## src/hdl/itoc_pkg.sv

```systemverilog
package itoc_pkg;

  localparam int unsigned CUR_W   = 16;
  localparam int unsigned TIME_W  = 40;
  localparam int unsigned DIAL_W  = 11;
  localparam int unsigned MS_W    = 16;
  localparam int unsigned COEFB_W = 31;
  localparam int unsigned COEFA_W = 21;
  localparam int unsigned NSMS_W  = 20;
  localparam int unsigned PROD_W  = DIAL_W + COEFB_W;
  localparam int unsigned NUM_W   = PROD_W + 2 * CUR_W;
  localparam int unsigned SQ_W    = 2 * CUR_W;
  localparam int unsigned AT_W    = DIAL_W + COEFA_W;
  localparam int unsigned T5_W    = MS_W + NSMS_W;
  localparam int unsigned CNT_W   = $clog2(TIME_W);

  localparam logic [TIME_W-1:0] TIME_MAX  = '1;
  localparam logic [NSMS_W-1:0] NS_PER_MS = NSMS_W'(1000000);

  // configuration register indexes
  localparam logic [1:0] REG_PICKUP = 2'd0;
  localparam logic [1:0] REG_CURVE  = 2'd1;
  localparam logic [1:0] REG_DIAL   = 2'd2;
  localparam logic [1:0] REG_MINMS  = 2'd3;

  // curve codes
  localparam logic [2:0] CURVE_DEFINITE = 3'd5;

  typedef enum logic [2:0] {
    FN_INIT   = 3'd0,
    FN_SAMPLE = 3'd1,
    FN_RESET  = 3'd2,
    FN_TIMER  = 3'd3,
    FN_CLEAR  = 3'd4
  } func_e;

  typedef enum logic [1:0] {
    EV_INIT_DONE  = 2'd0,
    EV_TRIP       = 2'd1,
    EV_START      = 2'd2,
    EV_RESET_DONE = 2'd3
  } event_e;

  typedef enum logic [1:0] {
    MODE_NORMAL = 2'd0,
    MODE_FAULT  = 2'd1,
    MODE_TRIP   = 2'd2
  } mode_e;

  typedef struct packed {
    logic [2:0]       func;
    logic [CUR_W-1:0] current_sample;
  } in_item_t;

  typedef struct packed {
    logic [1:0]        event_code;
    logic              trip_flag;
    logic [TIME_W-1:0] trip_delay_ns;
  } out_item_t;

  typedef struct packed {
    logic load;
    logic sq;
    logic mlo;
    logic mhi;
    logic dinit;
    logic dstep;
    logic fin;
  } cmd_t;

  typedef struct packed {
    logic above;
    logic early;
    logic div_last;
  } status_t;

  // curve A term scaled by 1e7
  function automatic logic [COEFA_W-1:0] coef_a(input logic [2:0] sel);
    logic [COEFA_W-1:0] r;
    case (sel)
      3'd0:    r = COEFA_W'(1800000);
      3'd1:    r = COEFA_W'(963000);
      3'd2:    r = COEFA_W'(352000);
      default: r = '0;
    endcase
    return r;
  endfunction

  // curve B term scaled by 1e7
  function automatic logic [COEFB_W-1:0] coef_b(input logic [2:0] sel);
    logic [COEFB_W-1:0] r;
    case (sel)
      3'd0:    r = COEFB_W'(59500000);
      3'd1:    r = COEFB_W'(38800000);
      3'd2:    r = COEFB_W'(56700000);
      3'd3:    r = COEFB_W'(1200000000);
      3'd4:    r = COEFB_W'(500000);
      default: r = '0;
    endcase
    return r;
  endfunction

endpackage

```

## src/hdl/itoc_ctrl.sv

```systemverilog
module itoc_ctrl (
  input  logic                clk_i,
  input  logic                rst_ni,
  input  logic                in_valid_i,
  output logic                in_ready_o,
  input  logic [2:0]          func_i,
  output logic                out_valid_o,
  input  logic                out_ready_i,
  output itoc_pkg::out_item_t out_data_o,
  input  itoc_pkg::status_t   status_i,
  input  logic [itoc_pkg::TIME_W-1:0] delay_i,
  output itoc_pkg::cmd_t      cmd_o
);
  import itoc_pkg::*;

  typedef enum logic [7:0] {
    ST_IDLE  = 8'b00000001,
    ST_SQ    = 8'b00000010,
    ST_MLO   = 8'b00000100,
    ST_MHI   = 8'b00001000,
    ST_DINIT = 8'b00010000,
    ST_DIV   = 8'b00100000,
    ST_FIN   = 8'b01000000,
    ST_PUT   = 8'b10000000
  } state_e;

  state_e    state_q, state_d;
  mode_e     mode_q, mode_d;
  logic      out_valid_q, out_valid_d;
  out_item_t out_q, out_d;
  logic      out_free, in_xfer;

  assign out_free   = !out_valid_q || out_ready_i;
  assign in_ready_o = (state_q == ST_IDLE) && out_free;
  assign in_xfer    = in_valid_i && in_ready_o;

  // sequence events and the compute steps
  always_comb begin
    state_d     = state_q;
    mode_d      = mode_q;
    out_valid_d = out_valid_q && !out_ready_i;
    out_d       = out_q;
    cmd_o       = '0;
    case (state_q)
      ST_IDLE: begin
        if (in_xfer) begin
          case (mode_q)
            MODE_FAULT: begin
              if (func_i == FN_TIMER) begin
                mode_d = MODE_TRIP;
                out_valid_d = 1'b1;
                out_d = '{event_code: EV_TRIP, trip_flag: 1'b1, trip_delay_ns: '0};
              end else if (func_i == FN_SAMPLE && !status_i.above) begin
                mode_d = MODE_NORMAL;
                out_valid_d = 1'b1;
                out_d = '{event_code: EV_RESET_DONE, trip_flag: 1'b0, trip_delay_ns: '0};
              end
            end
            MODE_TRIP: begin
              if (func_i == FN_CLEAR) begin
                mode_d = MODE_NORMAL;
                out_valid_d = 1'b1;
                out_d = '{event_code: EV_RESET_DONE, trip_flag: 1'b0, trip_delay_ns: '0};
              end
            end
            default: begin
              mode_d = MODE_NORMAL;
              if (func_i == FN_INIT) begin
                out_valid_d = 1'b1;
                out_d = '{event_code: EV_INIT_DONE, trip_flag: 1'b0, trip_delay_ns: '0};
              end else if (func_i == FN_SAMPLE && status_i.above) begin
                mode_d     = MODE_FAULT;
                cmd_o.load = 1'b1;
                state_d    = ST_SQ;
              end
            end
          endcase
        end
      end
      ST_SQ: begin
        cmd_o.sq = 1'b1;
        state_d  = ST_MLO;
      end
      ST_MLO: begin
        cmd_o.mlo = 1'b1;
        state_d   = ST_MHI;
      end
      ST_MHI: begin
        cmd_o.mhi = 1'b1;
        state_d   = status_i.early ? ST_FIN : ST_DINIT;
      end
      ST_DINIT: begin
        cmd_o.dinit = 1'b1;
        state_d     = ST_DIV;
      end
      ST_DIV: begin
        cmd_o.dstep = 1'b1;
        if (status_i.div_last) state_d = ST_FIN;
      end
      ST_FIN: begin
        cmd_o.fin = 1'b1;
        state_d   = ST_PUT;
      end
      ST_PUT: begin
        if (out_free) begin
          out_valid_d = 1'b1;
          out_d = '{event_code: EV_START, trip_flag: 1'b0, trip_delay_ns: delay_i};
          state_d = ST_IDLE;
        end
      end
      default: state_d = ST_IDLE;
    endcase
  end

  always_ff @(posedge clk_i or negedge rst_ni) begin
    if (!rst_ni) begin
      state_q     <= ST_IDLE;
      mode_q      <= MODE_NORMAL;
      out_valid_q <= 1'b0;
    end else begin
      state_q     <= state_d;
      mode_q      <= mode_d;
      out_valid_q <= out_valid_d;
    end
  end

  always_ff @(posedge clk_i) begin
    out_q <= out_d;
  end

  assign out_valid_o = out_valid_q;
  assign out_data_o  = out_q;

  a_state_onehot: assert property (@(posedge clk_i) disable iff (!rst_ni) $onehot(state_q))
    else $error("controller state not one-hot");
  a_compute_in_fault: assert property (@(posedge clk_i) disable iff (!rst_ni)
    (state_q != ST_IDLE) |-> (mode_q == MODE_FAULT))
    else $error("delay computed outside fault mode");
  a_put_start: assert property (@(posedge clk_i) disable iff (!rst_ni)
    (state_q == ST_PUT && out_free) |=> (out_valid_q && out_q.event_code == EV_START))
    else $error("computed delay not presented as start timer");

endmodule
```

## config.mk

```make
export PLATFORM = sky130hd
export DESIGN_NAME = itoc_ctrl
export DESIGN_NICKNAME = d
export VERILOG_FILES = /design/src/hdl/itoc_pkg.sv /design/src/hdl/itoc_ctrl.sv
export SDC_FILE = /design/constraint.sdc
export NUM_CORES = 1
export LEC_CHECK = 0
export ABC_AREA = 1
export BUFFER_PORTS_ARGS = -buffer_cell sky130_fd_sc_hd__buf_2
export CAP_MARGIN = 20
export CORE_MARGIN = 2
export CORE_UTILIZATION = 40
export DETAILED_ROUTE_END_ITERATION = 8
export GPL_TIMING_DRIVEN = 0
export PLACE_DENSITY = 0.76
export SLEW_MARGIN = 20
export SYNTH_ARGS = -nofsm -noshare
export SYNTH_HDL_FRONTEND = slang
export SYNTH_SLANG_ARGS = --single-unit
```

## constraint.sdc

```tcl
create_clock -name clk_i -period 2.2 [get_ports clk_i]
set_input_delay 0.44 -clock clk_i [delete_from_list [all_inputs] [get_ports clk_i]]
set_output_delay 0.44 -clock clk_i [all_outputs]
set_load 0.1 [all_outputs]
```

==> impl_summary.txt <==
----------------------------------------------------
[Floorplan]
  Starting utilization of the core area ... 41.71%
  Horizontal die dimension ... 83.04 microns
  Vertical die dimension ... 83.04 microns
  Number of core rows ... 28
  IO Pins ... 102
  Area of the core region ... 5991 sq um
  Area enclosed by the die boundary ... 6895 sq um

[Synthesis]
  Top-count cell post-synth ... sky130_fd_sc_hd__inv_1
  Post-Synthesis Cells ... 261
  Avg Inst Size Synth ... 9.573 sq um
  Seq/Total Area, Yosys ... 62.74%
  Post-synth top area share ... 51.68%
  Count of flip-flops with a built-in enable after synthesis ... 43
  Flip-flop and latch count after synthesis ... 54
  Top cell types by occurrence after synthesis ... sky130_fd_sc_hd__inv_1, sky130_fd_sc_hd__nor2_1, sky130_fd_sc_hd__edfxtp_1, sky130_fd_sc_hd__nand2_1, sky130_fd_sc_hd__dfrtp_1
  Synthesized cell area ... 2499 sq um
  Fraction of registers with async set/reset ... 20.37%
  Largest cells by area after synthesis ... sky130_fd_sc_hd__edfxtp_1, sky130_fd_sc_hd__dfrtp_1, sky130_fd_sc_hd__inv_1
  Cell accounting for the most synthesized area ... sky130_fd_sc_hd__edfxtp_1
  Ys Warns ... 0
  Synthesized netlist net count ... 313
  Leading register cell type out of synthesis ... sky130_fd_sc_hd__edfxtp_1
  Count of cell types in the netlist ... 22

[Final layout]
  Diodes inserted ... 0
  Layout net count ... 425
  Non-filler cells, final ... 449
  Layout Area Growth over Synthesis ... 32.35%
  Fraction of layout cells with a size suffix above 1 ... 38.77%
  Final core occ ... 55.20%

[Global routing]
  Tot GR Track Use ... 14.73%
  Number of antenna violations at the first check in global routing ... 0
  Global-route congestion overflow total ... 0
  First-pass GRT wire length ... 8.224 mm
  Largest net degree at the start of global routing ... 23
  Via count of the first global-routing pass ... 1877

[Worst setup path]
  WP buf/inv ... 3
  Critical path fanouts, max ... 5
  Worst path max stage delay ... 580 ps
  Standard cell with the maximum stage delay on the critical path ... sky130_fd_sc_hd__dfstp_2
  Type of destination of the critical path ... output pin
  Crit path kind ... reg -> out
  Worst Setup Start Kind ... register
  Cell breakdown of the critical path ... inv_1, nor2_1, nand2_1, nor2_4, buf_4, nand3_4, nor2_4, buf_12
  Endpoint required time on the critical path ... 1760 ps
  Data arrival, critical path ... 1760 ps
  Most common cell type on the critical path ... sky130_fd_sc_hd__nor2_4
  Cell family with the largest share of critical-path delay ... flip-flops

[Clock tree]
  Buffer depth of the longest clock path ... 2
  Number of clock sinks seen by CTS ... 54
  Inserted Clock Buffers ... 5
  Number of H-tree levels ... 2
  Library cell used as clock root buffer ... sky130_fd_sc_hd__clkbuf_8
  TritonCTS clock tree ... yes
  Register clock-pin slew on the reported worst setup and hold paths ... 90 ps
  Insertion delay to the later sink of the worst-skew pair ... 300 ps

[Routing]
  DR pass1 iterations ... 4
  Total wirelength of the detailed-routed design ... 5.266 mm
  Detailed-route wire length per cell ... 11.73 microns
  DR DRC count ... 0
  Post-route antenna net violation count ... 0
  Mean number of vias per cell ... 4.385
  DRC marker count from the first detailed-route iteration ... 68
  Vias ... 1969

[Placed design]
  Number of input and output port buffers inserted ... 101
  Detailed placement HPWL ... 3.990 mm
  Final estimated routing congestion in global placement ... 0.8455
  Cell count after placement ... 437

[Timing]
  Relative slew margins ... 66.79%
  Worst Max-Slew Pin Slew ... 501.6 ps
  Number of failing setup endpoints in the final timing report ... 0
  Unrepaired setup endpoints after global routing ... yes
  Shortest clock period the worst path allows after layout ... 2197 ps
  Fmax ... 455.2 MHz
  Number of hold-slack violations in the final timing report ... 0
  Final Max Slew Viols ... 0
  Fin Clk Skew ... 3.174 ps
  Portion of the clock cycle consumed by the worst path in the final layout ... 99.85%

[Min path]
  Worst Hold Class ... in -> reg

[Flow run]
  Maximum Capacitance Violations ... 0

[Run status]
  Result of the run ... finished clean

----------------------------------------------------
-- kinds of logic after synthesis --
kind of cell	synth area share [%]
flip-flops	62.74
adder cells (fa/ha/maj)	1.001
buffers and inverters	11.27
AND/OR/NAND/NOR	22.98
AO/OA/AOI/OAI	2.003
-- layout make-up --
cell class	instances	area, sq um
Buffer	4	20.02
Clock buffer	6	72.57
Clock inverter	2	37.54
Fill cell	533	2684
Inverter	69	265.3
Multi-Input combinational cell	134	679.4
Sequential cell	54	1572
Tap cell	75	93.84
Timing Repair Buffer	104	559.3
Timing Repair inverter	1	7.507
-- layer usage --
layer | part of all wire, % | global-route usage (%) | vias to the layer above
met2 | 51 | 27.05 | 72
met1 | 42 | 17.17 | 876
met3 | 6.3 | 3.678 | 6
li1 | - | - | 1015
met4 | 0.91 | 3.577 | 0
met5 | 0 | 0 | -
-- flip-flops by register name (all words and copies together), names as in the netlist --
name	cells
out_valid_o	1
out_data_o	43
mode_q	2
state_q	8
-- layout by cell type, fill, tap and decap left out --
master,count
sky130_fd_sc_hd__inv_2,3
sky130_fd_sc_hd__buf_2,100
sky130_fd_sc_hd__o21ai_0,7
sky130_fd_sc_hd__buf_4,3
sky130_fd_sc_hd__nor2_1,59
sky130_fd_sc_hd__dfrtp_1,9
sky130_fd_sc_hd__nand3_4,1
sky130_fd_sc_hd__nand3_2,1
sky130_fd_sc_hd__nand2_2,6
sky130_fd_sc_hd__bufinv_16,1
sky130_fd_sc_hd__nand2_4,1
sky130_fd_sc_hd__nor3_1,3
sky130_fd_sc_hd__clkbuf_4,2
sky130_fd_sc_hd__nand2_1,27
sky130_fd_sc_hd__nor2_4,6
sky130_fd_sc_hd__dfstp_2,1
sky130_fd_sc_hd__a21oi_1,3
sky130_fd_sc_hd__buf_6,1
sky130_fd_sc_hd__nand3b_2,1
sky130_fd_sc_hd__edfxtp_1,43
sky130_fd_sc_hd__clkbuf_1,1
sky130_fd_sc_hd__dlygate4sd3_1,1
sky130_fd_sc_hd__ha_1,2
sky130_fd_sc_hd__inv_4,1
sky130_fd_sc_hd__dfrtp_4,1
sky130_fd_sc_hd__clkbuf_8,5
sky130_fd_sc_hd__nand3_1,7
sky130_fd_sc_hd__nor2_2,6
sky130_fd_sc_hd__nand4_1,3
sky130_fd_sc_hd__buf_12,1
sky130_fd_sc_hd__inv_1,64
sky130_fd_sc_hd__nor2_8,1
sky130_fd_sc_hd__clkinvlp_4,3
-- stage by stage --
step	setup slack (ps)	hold slack, ps	cell area [sq um]	setup TNS, ps
after floorplan	-1.949	144.4	2516	-1.949
after global placement	-210.1	327.1	3115	-8945
after detailed placement	-250.7	324.2	3115	-10710
after CTS	27.42	298.9	3254	0
after global routing	-122.4	303.8	3307	-218.9
final	3.314	313.9	3307	0
-- timing repair --
item | CTS | global route
setup buffers | 0 | 2
pin swaps | 0 | 1
endpoints found under the setup margin | 46 | 47
gates cloned | 1 | 0
hold endpoints to repair | 10 | 0
hold buffers | 1 | 0
gates resized for setup | 5 | 9
-- worst paths after layout --
path,cells past startpoint,slack [ps],start,to
max,8,3,state_q[0],cmd_o[6]
min,2,310,status_i[1],state_q[4]
max reg2reg,7,180,state_q[0],out_data_o[29]
min reg2reg,2,510,state_q[0],state_q[0]
max in group asynchronous,2,1410,rst_ni,state_q[0]
min in group asynchronous,2,530,rst_ni,out_valid_o
-- worst register-to-register path, stage by stage (launching register included) --
cell and delay (ps):
sky130_fd_sc_hd__dfstp_2 580, sky130_fd_sc_hd__inv_1 40, sky130_fd_sc_hd__nor2_1 80, sky130_fd_sc_hd__nand2_1 90, sky130_fd_sc_hd__nor2_4 140, sky130_fd_sc_hd__o21ai_0 120, sky130_fd_sc_hd__nand2_2 160, sky130_fd_sc_hd__clkinvlp_4 420
Power is not shown: default switching activity piles up to over one toggle a cycle in this logic, so the estimate is an artifact.
